[config.mk]
export PLATFORM = sky130hd
export DESIGN_NAME = serial_line_input_editor_unit
export DESIGN_NICKNAME = d
export VERILOG_FILES = /design/src/sv/slie_pkg.sv /design/src/sv/slie_front.sv /design/src/sv/slie_back.sv /design/src/sv/serial_line_input_editor_unit.sv
export SDC_FILE = /design/constraint.sdc
export NUM_CORES = 1
export LEC_CHECK = 0
export BUFFER_PORTS_ARGS = -buffer_cell sky130_fd_sc_hd__clkbuf_2
export CELL_PAD_IN_SITES_DETAIL_PLACEMENT = 1
export CELL_PAD_IN_SITES_GLOBAL_PLACEMENT = 1
export CORE_ASPECT_RATIO = 0.8
export CORE_UTILIZATION = 50
export DETAILED_ROUTE_END_ITERATION = 16
export PLACE_DENSITY = 0.89
export SETUP_SLACK_MARGIN = 0.15
export SLEW_MARGIN = 20
export SYNTH_ARGS = -nofsm -noshare
export SYNTH_HDL_FRONTEND = slang
export SYNTH_SLANG_ARGS = --single-unit
export TNS_END_PERCENT = 20
[constraint.sdc]
create_clock -name clk -period 6 [get_ports clk]
set_input_delay 1.2 -clock clk [delete_from_list [all_inputs] [get_ports clk]]
set_output_delay 1.2 -clock clk [all_outputs]
set_load 0.005 [all_outputs]
[src/sv/slie_pkg.sv]
`timescale 1ns / 1ps
// ----------------------------------------------------------------------------
// slie_pkg
// Shared types and constants for the serial line input editor.
// ----------------------------------------------------------------------------
package slie_pkg;

    // result kinds
    typedef enum logic [1:0] {
        KIND_ECHO    = 2'd0,
        KIND_CHAR    = 2'd1,
        KIND_END     = 2'd2,
        KIND_REFUSED = 2'd3
    } kind_t;

    // command classes handed from front to back
    typedef enum logic [2:0] {
        OP_REFUSE,
        OP_NEWLINE,
        OP_ERASE,
        OP_PRINT,
        OP_BELL
    } op_t;

    // one queued command: class and the 7-bit character for printable bytes
    typedef struct packed {
        op_t        op;
        logic [6:0] ch;
    } cmd_t;

    // back-end sequencer states
    typedef enum logic [2:0] {
        ST_IDLE,
        ST_ERASE_SP,
        ST_ERASE_BS,
        ST_NL_LF,
        ST_LINE_RD,
        ST_LINE_CHAR,
        ST_LINE_END
    } back_state_t;

    // terminal bytes
    localparam logic [7:0] BYTE_CR    = 8'h0D;
    localparam logic [7:0] BYTE_LF    = 8'h0A;
    localparam logic [7:0] BYTE_BS    = 8'h08;
    localparam logic [7:0] BYTE_DEL   = 8'h7F;
    localparam logic [7:0] BYTE_SPACE = 8'h20;
    localparam logic [7:0] BYTE_TILDE = 8'h7E;
    localparam logic [7:0] BYTE_BELL  = 8'h07;

    // configuration register
    localparam int         CAP_W     = 6;
    localparam logic [5:0] CAP_RESET = 6'd32;
    localparam logic       CAP_WORD  = 1'b0;

endpackage

[src/sv/slie_front.sv]
`timescale 1ns / 1ps
// ----------------------------------------------------------------------------
// slie_front
// Accepts received bytes, sorts them into command classes and holds them in
// a two-entry queue for the back end.
// ----------------------------------------------------------------------------
module slie_front (
    input  logic                           clk,
    input  logic                           rst_n,
    input  logic                           push,
    output logic                           full,
    input  logic [7:0]                     rx_byte,
    input  logic [slie_pkg::CAP_W-1:0]     cap,
    output logic                           cmd_valid,
    output slie_pkg::cmd_t                 cmd,
    input  logic                           cmd_take
);
    import slie_pkg::*;

    cmd_t       entry_reg [2];
    logic       wr_ptr_reg;
    logic       wr_ptr_next;
    logic       rd_ptr_reg;
    logic       rd_ptr_next;
    logic [1:0] count_reg;
    logic [1:0] count_next;
    logic       do_push;
    cmd_t       cls;

    assign full      = (count_reg == 2'd2);
    assign cmd_valid = (count_reg != 2'd0);
    assign cmd       = entry_reg[rd_ptr_reg];
    assign do_push   = push && !full;

    // byte classification
    always_comb
    begin
        cls.ch = rx_byte[6:0];
        if (cap < CAP_W'(2))
        begin
            cls.op = OP_REFUSE;
        end
        else if (rx_byte == BYTE_CR || rx_byte == BYTE_LF)
        begin
            cls.op = OP_NEWLINE;
        end
        else if (rx_byte == BYTE_BS || rx_byte == BYTE_DEL)
        begin
            cls.op = OP_ERASE;
        end
        else if (rx_byte >= BYTE_SPACE && rx_byte <= BYTE_TILDE)
        begin
            cls.op = OP_PRINT;
        end
        else
        begin
            cls.op = OP_BELL;
        end
    end

    // queue pointers and count
    always_comb
    begin
        wr_ptr_next = do_push ? ~wr_ptr_reg : wr_ptr_reg;
        rd_ptr_next = cmd_take ? ~rd_ptr_reg : rd_ptr_reg;
        count_next  = count_reg;
        if (do_push && !cmd_take)
        begin
            count_next = count_reg + 2'd1;
        end
        else if (!do_push && cmd_take)
        begin
            count_next = count_reg - 2'd1;
        end
    end

    always_ff @(posedge clk or negedge rst_n)
    begin
        if (!rst_n)
        begin
            wr_ptr_reg <= 1'b0;
            rd_ptr_reg <= 1'b0;
            count_reg  <= 2'd0;
        end
        else
        begin
            wr_ptr_reg <= wr_ptr_next;
            rd_ptr_reg <= rd_ptr_next;
            count_reg  <= count_next;
        end
    end

    // queue storage
    always_ff @(posedge clk)
    begin
        if (do_push)
        begin
            entry_reg[wr_ptr_reg] <= cls;
        end
    end

endmodule

[src/sv/slie_back.sv]
`timescale 1ns / 1ps
// ----------------------------------------------------------------------------
// slie_back
// Executes queued commands: keeps the line store and fill count and
// sequences the result beats into a one-deep output register.
// ----------------------------------------------------------------------------
module slie_back #(
    parameter int LINE_BYTES = 32
) (
    input  logic                           clk,
    input  logic                           rst_n,
    input  logic [slie_pkg::CAP_W-1:0]     cap,
    input  logic                           cmd_valid,
    input  slie_pkg::cmd_t                 cmd,
    output logic                           cmd_take,
    output logic                           empty,
    input  logic                           pop,
    output logic [1:0]                     kind,
    output logic [7:0]                     data,
    output logic                           last
);
    import slie_pkg::*;

    localparam int IDX_W = $clog2(LINE_BYTES);

    back_state_t      state_reg;
    back_state_t      state_next;
    logic [IDX_W-1:0] fill_reg;
    logic [IDX_W-1:0] fill_next;
    logic [IDX_W-1:0] idx_reg;
    logic [IDX_W-1:0] idx_next;
    logic [IDX_W-1:0] idx_inc;
    logic [6:0]       line_mem [LINE_BYTES];
    logic [6:0]       rd_data_reg;
    logic             store_we;
    logic             out_valid_reg;
    kind_t            out_kind_reg;
    logic [7:0]       out_data_reg;
    logic             out_last_reg;
    logic             slot_free;
    logic             emit;
    kind_t            res_kind;
    logic [7:0]       res_data;
    logic             res_last;
    logic [6:0]       cap_eff;
    logic             fits;
    logic             fill_zero;

    assign slot_free = !out_valid_reg || pop;
    assign idx_inc   = idx_reg + IDX_W'(1);
    assign fill_zero = (fill_reg == '0);

    // effective capacity and room check for a printable byte
    assign cap_eff = ({1'b0, cap} > 7'(LINE_BYTES)) ? 7'(LINE_BYTES) : {1'b0, cap};
    assign fits    = (7'(fill_reg) + 7'd1) < cap_eff;

    // next state
    always_comb
    begin
        state_next = state_reg;
        unique case (state_reg)
            ST_IDLE:
            begin
                if (cmd_valid && slot_free)
                begin
                    if (cmd.op == OP_NEWLINE)
                    begin
                        state_next = ST_NL_LF;
                    end
                    else if (cmd.op == OP_ERASE && !fill_zero)
                    begin
                        state_next = ST_ERASE_SP;
                    end
                end
            end
            ST_ERASE_SP:
            begin
                if (slot_free)
                begin
                    state_next = ST_ERASE_BS;
                end
            end
            ST_ERASE_BS:
            begin
                if (slot_free)
                begin
                    state_next = ST_IDLE;
                end
            end
            ST_NL_LF:
            begin
                if (slot_free)
                begin
                    state_next = fill_zero ? ST_LINE_END : ST_LINE_RD;
                end
            end
            ST_LINE_RD:
            begin
                state_next = ST_LINE_CHAR;
            end
            ST_LINE_CHAR:
            begin
                if (slot_free)
                begin
                    state_next = (idx_inc == fill_reg) ? ST_LINE_END : ST_LINE_RD;
                end
            end
            ST_LINE_END:
            begin
                if (slot_free)
                begin
                    state_next = ST_IDLE;
                end
            end
            default:
            begin
                state_next = ST_IDLE;
            end
        endcase
    end

    // beat generation and state updates
    always_comb
    begin
        emit      = 1'b0;
        res_kind  = KIND_ECHO;
        res_data  = 8'd0;
        res_last  = 1'b0;
        cmd_take  = 1'b0;
        fill_next = fill_reg;
        idx_next  = idx_reg;
        store_we  = 1'b0;
        unique case (state_reg)
            ST_IDLE:
            begin
                if (cmd_valid && slot_free)
                begin
                    cmd_take = 1'b1;
                    emit     = 1'b1;
                    unique case (cmd.op)
                        OP_REFUSE:
                        begin
                            res_kind = KIND_REFUSED;
                            res_last = 1'b1;
                        end
                        OP_NEWLINE:
                        begin
                            res_data = BYTE_CR;
                        end
                        OP_ERASE:
                        begin
                            if (!fill_zero)
                            begin
                                res_data  = BYTE_BS;
                                fill_next = fill_reg - IDX_W'(1);
                            end
                            else
                            begin
                                res_data = BYTE_BELL;
                                res_last = 1'b1;
                            end
                        end
                        OP_PRINT:
                        begin
                            res_last = 1'b1;
                            if (fits)
                            begin
                                res_data  = {1'b0, cmd.ch};
                                store_we  = 1'b1;
                                fill_next = fill_reg + IDX_W'(1);
                            end
                            else
                            begin
                                res_data = BYTE_BELL;
                            end
                        end
                        default:
                        begin
                            res_data = BYTE_BELL;
                            res_last = 1'b1;
                        end
                    endcase
                end
            end
            ST_ERASE_SP:
            begin
                emit     = slot_free;
                res_data = BYTE_SPACE;
            end
            ST_ERASE_BS:
            begin
                emit     = slot_free;
                res_data = BYTE_BS;
                res_last = 1'b1;
            end
            ST_NL_LF:
            begin
                emit     = slot_free;
                res_data = BYTE_LF;
                idx_next = '0;
            end
            ST_LINE_RD:
            begin
                emit = 1'b0;
            end
            ST_LINE_CHAR:
            begin
                emit     = slot_free;
                res_kind = KIND_CHAR;
                res_data = {1'b0, rd_data_reg};
                if (slot_free)
                begin
                    idx_next = idx_inc;
                end
            end
            ST_LINE_END:
            begin
                emit     = slot_free;
                res_kind = KIND_END;
                res_data = 8'(fill_reg);
                res_last = 1'b1;
                if (slot_free)
                begin
                    fill_next = '0;
                end
            end
            default:
            begin
                emit = 1'b0;
            end
        endcase
    end

    // control registers
    always_ff @(posedge clk or negedge rst_n)
    begin
        if (!rst_n)
        begin
            state_reg     <= ST_IDLE;
            fill_reg      <= '0;
            idx_reg       <= '0;
            out_valid_reg <= 1'b0;
        end
        else
        begin
            state_reg <= state_next;
            fill_reg  <= fill_next;
            idx_reg   <= idx_next;
            if (emit)
            begin
                out_valid_reg <= 1'b1;
            end
            else if (pop)
            begin
                out_valid_reg <= 1'b0;
            end
        end
    end

    // result beat payload
    always_ff @(posedge clk)
    begin
        if (emit)
        begin
            out_kind_reg <= res_kind;
            out_data_reg <= res_data;
            out_last_reg <= res_last;
        end
    end

    // line store, registered read at the readout index
    always_ff @(posedge clk)
    begin
        if (store_we)
        begin
            line_mem[fill_reg] <= cmd.ch;
        end
        rd_data_reg <= line_mem[idx_reg];
    end

    assign empty = !out_valid_reg;
    assign kind  = out_kind_reg;
    assign data  = out_data_reg;
    assign last  = out_last_reg;

endmodule

[src/sv/serial_line_input_editor_unit.sv]
`timescale 1ns / 1ps
// ----------------------------------------------------------------------------
// serial_line_input_editor_unit
// Line editor for terminal input with echo, backspace and line readout.
// ----------------------------------------------------------------------------
// Usage:
//   Input side is a queue: drive rx_byte and push; a beat is taken when
//   push is high and full is low. Result side is a queue: while empty is
//   low, kind/data/last show the oldest result; pop takes it.
//   Each input byte gives one or more result beats, the final one with last.
//   line_capacity sits at APB address 0; write it only while idle (not enforced by the block).
// Sequencing:
//   A byte is written into the front queue; once the back end takes it, its
//   first result beat is loaded into the output register and empty goes low.
//   Single-result bytes sustain one per cycle while pop keeps up. Backspace on a
//   non-empty line gives backspace, space and backspace beats. A line end gives CR
//   and LF, each stored character via the registered line-store read, then the end beat.
// Reset:
//   Fill count cleared, queues empty, line_capacity back to 32.
// Stall:
//   With pop low the output register holds its beat, the back end waits,
//   the two-entry front queue fills and then full rises.
// ----------------------------------------------------------------------------
module serial_line_input_editor_unit #(
    parameter int LINE_BYTES = 32
) (
    input  logic        clk,
    input  logic        rst_n,
    // input queue
    input  logic        push,
    output logic        full,
    input  logic [7:0]  rx_byte,
    // result queue
    output logic        empty,
    input  logic        pop,
    output logic [1:0]  kind,
    output logic [7:0]  data,
    output logic        last,
    // configuration
    input  logic        psel,
    input  logic        penable,
    input  logic        pwrite,
    input  logic [2:0]  paddr,
    input  logic [31:0] pwdata,
    output logic [31:0] prdata,
    output logic        pready
);
    import slie_pkg::*;

    logic [CAP_W-1:0] cap_reg;
    logic [CAP_W-1:0] cap_next;
    logic             cmd_valid;
    cmd_t             cmd;
    logic             cmd_take;
    logic             cfg_wr;

    // configuration register
    assign pready   = 1'b1;
    assign cfg_wr   = psel && penable && pwrite && (paddr[2] == CAP_WORD);
    assign cap_next = cfg_wr ? pwdata[CAP_W-1:0] : cap_reg;
    assign prdata   = (paddr[2] == CAP_WORD) ? {{(32 - CAP_W){1'b0}}, cap_reg} : 32'd0;

    always_ff @(posedge clk or negedge rst_n)
    begin
        if (!rst_n)
        begin
            cap_reg <= CAP_RESET;
        end
        else
        begin
            cap_reg <= cap_next;
        end
    end

    // classify and queue
    slie_front u_front (
        .clk       (clk),
        .rst_n     (rst_n),
        .push      (push),
        .full      (full),
        .rx_byte   (rx_byte),
        .cap       (cap_reg),
        .cmd_valid (cmd_valid),
        .cmd       (cmd),
        .cmd_take  (cmd_take)
    );

    // execute and emit result beats
    slie_back #(
        .LINE_BYTES (LINE_BYTES)
    ) u_back (
        .clk       (clk),
        .rst_n     (rst_n),
        .cap       (cap_reg),
        .cmd_valid (cmd_valid),
        .cmd       (cmd),
        .cmd_take  (cmd_take),
        .empty     (empty),
        .pop       (pop),
        .kind      (kind),
        .data      (data),
        .last      (last)
    );

    // back end only takes a command that is waiting
    assert property (@(posedge clk) disable iff (!rst_n) cmd_take |-> cmd_valid)
        else $error("command taken from an empty queue");

    // a refused beat carries zero data and closes its byte
    assert property (@(posedge clk) disable iff (!rst_n)
        (!empty && kind == KIND_REFUSED) |-> (data == 8'd0 && last))
        else $error("malformed refused beat");

    // a line-end beat always closes its byte
    assert property (@(posedge clk) disable iff (!rst_n)
        (!empty && kind == KIND_END) |-> last)
        else $error("line end without last");

    // a taken input shows up in the command queue on the next cycle
    assert property (@(posedge clk) disable iff (!rst_n) (push && !full) |=> cmd_valid)
        else $error("accepted byte lost before the back end");

endmodule
# Word-level counts from Yosys, hierarchy flattened

Memories as Yosys holds them, arrays and structs flattened. A register that Yosys moved wholly into a read port is not among the register bits.
Index checks and enable logic that the tools add are counted.

Add/sub/neg operators: 6
Reduce and logical (&&, ||, !) cells: 30
Bitwise logic cells: 3
$lt $le $gt $ge: 5
Multiplexer cells: 51
Equality and inequality tests: 25

Operators with widths:

| operator                                                                             | number |
|---|---|
| 8-bit one-hot mux with 6 select lines                                                | 1 |
| 3-bit 2-to-1 mux                                                                     | 11 |
| 8-bit one-hot mux with 4 select lines                                                | 1 |
| 5-bit one-hot mux with 2 select lines                                                | 3 |
| 5-bit 2-to-1 mux                                                                     | 5 |
| 8-bit by 4-bit equality test with 1-bit output (second input constant)               | 3 |
| 3-bit one-hot mux with 6 select lines                                                | 1 |
| 1-bit 2-to-1 mux                                                                     | 14 |
| 3-bit by 2-bit equality test with 1-bit output (second input constant)               | 4 |
| 2-bit 2-to-1 mux                                                                     | 6 |
| 6-bit 2-to-1 mux                                                                     | 2 |
| 2-bit by 1-bit inequality test with 1-bit output (second input constant)             | 6 |
| 6-bit AND reduction                                                                  | 2 |
| 5-bit by 1-bit adder with 5-bit output (second input constant)                       | 2 |
| 2-bit nonzero test                                                                   | 5 |
| 3-bit equality test (second input constant)                                          | 3 |
| 1-bit logical AND                                                                    | 9 |
| 8-bit by 7-bit equality test with 1-bit output (second input constant)               | 1 |
| 8-bit by 6-bit greater-or-equal comparator with 1-bit output (second input constant) | 1 |
| 8-bit by 7-bit <= comparator with 1-bit output (second input constant)               | 1 |
| 8-bit 2-to-1 mux                                                                     | 1 |
| 7-bit less-than comparator                                                           | 1 |
| 7-bit 2-to-1 mux                                                                     | 1 |
| 5-bit by 1-bit adder with 6-bit output (second input constant)                       | 1 |
| 22 further kinds                                                                     | 35 |

Memories kept: 2
Memory bits (writable): 244
Output and inout port bits: 46
Input port bits: 50
Bits in registers: 35
Logic and storage cells: 133

Memory list:

| memory            | words | width | rd ports | clocked after Yosys merged registers in | write ports | line             | RTL |
|---|---|---|---|---|---|---|---|
| u_back.line_mem   | 32    | 7     | 1        | 1                                       | 1           | slie_back.sv:33  | `logic [6:0] line_mem [LINE_BYTES];` |
| u_front.entry_reg | 2     | 10    | 1        | 0                                       | 1           | slie_front.sv:20 | `cmd_t entry_reg [2];` |

# Logic depth before layout (Yosys ltp)

Depth in word-level cells: 9
Depth in mapped cells: 12
Gate-level depth less buffers: 11

# Modules after synthesis

Synthesis repeated with hierarchy kept, for this count alone.

Cell total of the unflattened synthesis: 713
Area, all modules: 12259.3 µm²

Modules (own cells, without submodules):

| module                        | sequential area each (µm²) | times used | cells each | area an instance (µm²) |
|---|---|---|---|---|
| slie_back                     | 7517.2                     | 1          | 597        | 10710.3 |
| slie_front                    | 700.7                      | 1          | 68         | 1043.5 |
| serial_line_input_editor_unit | 151.4                      | 1          | 48         | 505.5 |

# Least setup slack after synthesis

OpenSTA, ideal clock, no wires.

Kind: reg2reg
Start: register u_back.fill_reg[2]
End: memory u_back.line_mem[21][0], enable pin
Library setup time: 0.360 ns
Arrival time: 2.857 ns
Setup slack: 2.783 ns
Data required time: 5.640 ns
Cell stages (with the launch flop): 12
Path buffers: 2
Period minus slack after synthesis: 3.217 ns
Path through: dfrtp_1 buf_2 clkbuf_1 nand3_1 nor3_1 ha_1 nand3_1 a31oi_1 a311o_1 nor3_4 nand2_4 nor2_1

Longest elaborated chain between the ends: 8

Ends and longest elaborated chain:

| what                                   | line             | RTL |
|---|---|---|
| start, declared                        | slie_back.sv:28  | `logic [IDX_W-1:0] fill_reg;` |
| start signal, assigned                 | slie_back.sv:247 | `fill_reg <= fill_next;` |
| 5-bit by 1-bit adder with 6-bit output | slie_back.sv:55  | `assign fits = (7'(fill_reg) + 7'd1) < cap_eff;` |
| 7-bit less-than comparator             | slie_back.sv:55  |  |
| 1-bit 2-to-1 mux                       | slie_back.sv:166 | `if (fits)` |
| 1-bit 2-to-1 mux                       | slie_back.sv:140 | `unique case (cmd.op)` |
| 1-bit 2-to-1 mux                       | slie_back.sv:136 | `if (cmd_valid && slot_free)` |
| 1-bit 2-to-1 mux                       | slie_back.sv:133 | `unique case (state_reg)` |
| 1-bit 2-to-1 mux                       | slie_back.sv:274 | `if (store_we)` |
| 1-bit 2-to-1 mux (not written as such) | slie_back.sv:276 | `line_mem[fill_reg] <= cmd.ch;` |
| end, declared                          | slie_back.sv:33  |  |

Several ways; a longest one is shown, not always the timed one.

# Worst setup path in the final report

Start: register u_back.fill_reg[2]
End: memory u_back.line_mem[6][0], enable pin

The elaborated chain is that of the path after synthesis.

==> impl_metrics.yaml <==
setup_path:
  rr_endpoint: "u_back.line_mem[6][0]$_DFFE_PP_"
  slowest_delay_ps: 710
  worstSetupPathType: "register to register"
  reg2regPathDepth: 9
  crit_buf_inv: 0
  path_cells: "nand3_1, nor3_1, ha_1, nand3_1, a31oi_1, a311o_1, nor3_4, nand2_4, nor2_1"
  crit_start: "u_back.fill_reg[2]$_DFFE_PN0P_"
  cp_top_family: "simple AND/OR/NAND/NOR gates"
  critPathSlowestCell: "dfrtp_1"
  critPathArrivalTime_ps: 4370
  crit_path_end: "u_back.line_mem[6][0]$_DFFE_PP_"
  cp.required_ps: 6160
  crit_fanout: 18
  crit_path_start_kind: "register"
  r2r_slack_ps: 1800
  cp_num_cells: 9
  crit_top_cell: "nand3_1"
  end_kind: "register"
  timing.rr.start: "u_back.fill_reg[2]$_DFFE_PN0P_"
sta:
  rsz0062_at_grt: "false"
  setup_slack_ps: 1800
  setup-violations-final: 0
  hold_viol_final: 0
  hold_ws_ps: 511
  period_share_pct: 70.0
  skew_ps: 9.91
  worstMarginPinSlew_ps: 942
  fmax_mhz: 238
  drv_slew: 0
  slew_headroom_pct: 37.1
  min_period_ps: 4200
  tns_ps: 0
grt:
  grt_antenna_before_repair: 0
  grt.met2_usage_pct: 41.4
  grt_first_pass_wirelength_um: 46100
  grt_use_total_pct: 24.7
  grt_max_degree: 42
  grt.overflow.total: 0
  met3_usage_pct: 2.99
  busiest_layer: "met2"
  grtUsageMet1_pct: 34.3
  grt_pass1_vias: 7431
yosys:
  synth-main-ff-cell: "edfxtp_1"
  yosysSeqAreaShare_pct: 68.0
  synth_edf_count: 254
  yosys.cell_count.top_type: "edfxtp_1"
  muxShareOfSynthArea_pct: 11.4
  synth_cells: 792
  yosys.area_share.adder_pct: 1.59
  synth_top_family_by_area: "multiplexers"
  ys_seq_elements: 285
  synth-compound-area-share_pct: 7.43
  synth_commonest_cells: "edfxtp_1, nor2_1, mux2i_1"
  avgSynthCellArea_um2: 15.5
  synth_simple_gate_area_share_pct: 6.77
  synth_top_cell_by_area: "edfxtp_1"
  ys_warn_count: 0
  synthTopCellsByArea: "edfxtp_1, mux4_2, dfrtp_1"
  yosysUniqueCellTypes: 60
  yosys.area.top_type_share_pct: 62.0
  synthXorXnorAreaFrac_pct: 1.14
  synth-async-reset-ratio_pct: 8.42
  syn_area_um2: 12300
floorplan:
  die_y_um: 142
  die_w_um: 177
  row_count: 50
  die_area_um2: 25200
  core_area_um2: 23800
  start_util_pct: 51.7
  ios: 96
cts:
  cts_htree_levels: 1
  tritoncts: "built"
  clockBufferDepth: 3
  numCtsBuffers: 28
  ctsResizeCount: 0
  clock_sinks: 285
  clkLatencyLatePin_ps: 540
  clkSlewWorstSetupHoldPaths_ps: 70
  root_buffer: "clkbuf_16"
  cts_hold_buf: 0
  postCtsSetupRepairBufs: 0
placement:
  place_hpwl_um: 18800
  gp_congestion: 0.826
  portBuffers: 39
  place_ws_ps: 1900
finish:
  syn_to_final_growth_pct: 10.6
  fin_nets: 889
  antenna_cells: 0
  drive_gt1_share_pct: 18.0
  final_util_pct: 57.2
  nFillCells: 2220
  largest_reg_flops: 224
status:
  status: "finished, final reports clean"
pwr:
  vdd_ir_drop_max_mv: 0.275
  cellLeakagePower_uw: 0.00467
  cellPowerDensity_nw_per_um2: 493
detailed_routing:
  vias: 7204
  totalWireLength_um: 30000
  first_pass_iters: 5
  dr.first_iter.drc_count: 742
  antenna_left: 0
  routed_via_density: 6.22
  drc: 0
  wl_per_cell_um: 25.9
flow_run:
  maxCapViolCount: 0
min_path:
  hold_path.class: "register to register"
-- placed cells by master (no fill, tap or decap), types with 11 or more instances in the layout --
cell type and count:
edfxtp_1 254, mux2_2 14, nand2_1 43, clkbuf_2 39
dfrtp_1 22, inv_1 14, mux4_2 35, o21ai_0 27
nand3_1 11, ha_1 14, a21oi_1 28, o221ai_1 23
mux2i_1 44, conb_1 28, clkbuf_16 29, nor2_1 57
-- layer usage --
| layer | vias to the layer above | share of wire [%] |
|---|---|---|
| li1 | 3092 | - |
| met1 | 3748 | 43 |
| met2 | 300 | 49 |
| met3 | 64 | 5.6 |
| met4 | 0 | 2.5 |
| met5 | - | 0 |
-- report_power, final --
part	leakage, uW	switching [uW]	internal [uW]
registers	0.00265	280	2560
logic	0.00154	1270	725
clock network	0.000478	736	1140
-- how the worst min path moves through the flow --
stage / from / endpoint / slack (ps) / cells after the start
floorplan: u_front.wr_ptr_reg$_DFFE_PN0P_ / u_front.wr_ptr_reg$_DFFE_PN0P_ / 460 / 1
global placement: u_front.wr_ptr_reg$_DFFE_PN0P_ / u_front.wr_ptr_reg$_DFFE_PN0P_ / 480 / 1
detailed placement: u_front.count_reg[1]$_DFFE_PN0P_ / u_front.count_reg[1]$_DFFE_PN0P_ / 500 / 1
CTS: u_front.count_reg[1]$_DFFE_PN0P_ / u_front.count_reg[1]$_DFFE_PN0P_ / 520 / 1
global route: u_front.count_reg[1]$_DFFE_PN0P_ / u_front.count_reg[1]$_DFFE_PN0P_ / 540 / 1
finish: u_front.count_reg[1]$_DFFE_PN0P_ / u_front.count_reg[1]$_DFFE_PN0P_ / 510 / 1
-- final cells by class --
| type | instances | area [um2] | share of cell area (%) |
|---|---|---|---|
| inverter | 15 | 56.3 | 0.414 |
| timing repair buffer | 42 | 218 | 1.60 |
| clock inverter | 18 | 240 | 1.77 |
| clock buffer | 34 | 744 | 5.47 |
| sequential | 285 | 8370 | 61.5 |
| multi-input combinational | 452 | 3580 | 26.3 |
| tap | 312 | 390 | 2.87 |
-- kinds of logic (layout without fill, tap and decap cells) --
kind of cell               Yosys count  after routing
xor gates and xnor gates            16             16
buffers and inverters               81            109
other                                2             28
AOI/OAI and AO/OA                  133            133
DFF                                285            285
adders and majority gates           15             15
muxes                               94             94
and+or+nand+nor                    166            166
-- through the flow --
stage | area [um2] | instances | total power, uW
detailed placement | 12600 | 1106 | 4800
CTS | 13600 | 1158 | 6700
global placement | 12600 | 1106 | 4650
global route | 13600 | 1158 | 6940
floorplan | 12400 | 818 | 4150
finish | 13600 | 1158 | 6700
Power figures use the tool's default switching activity.
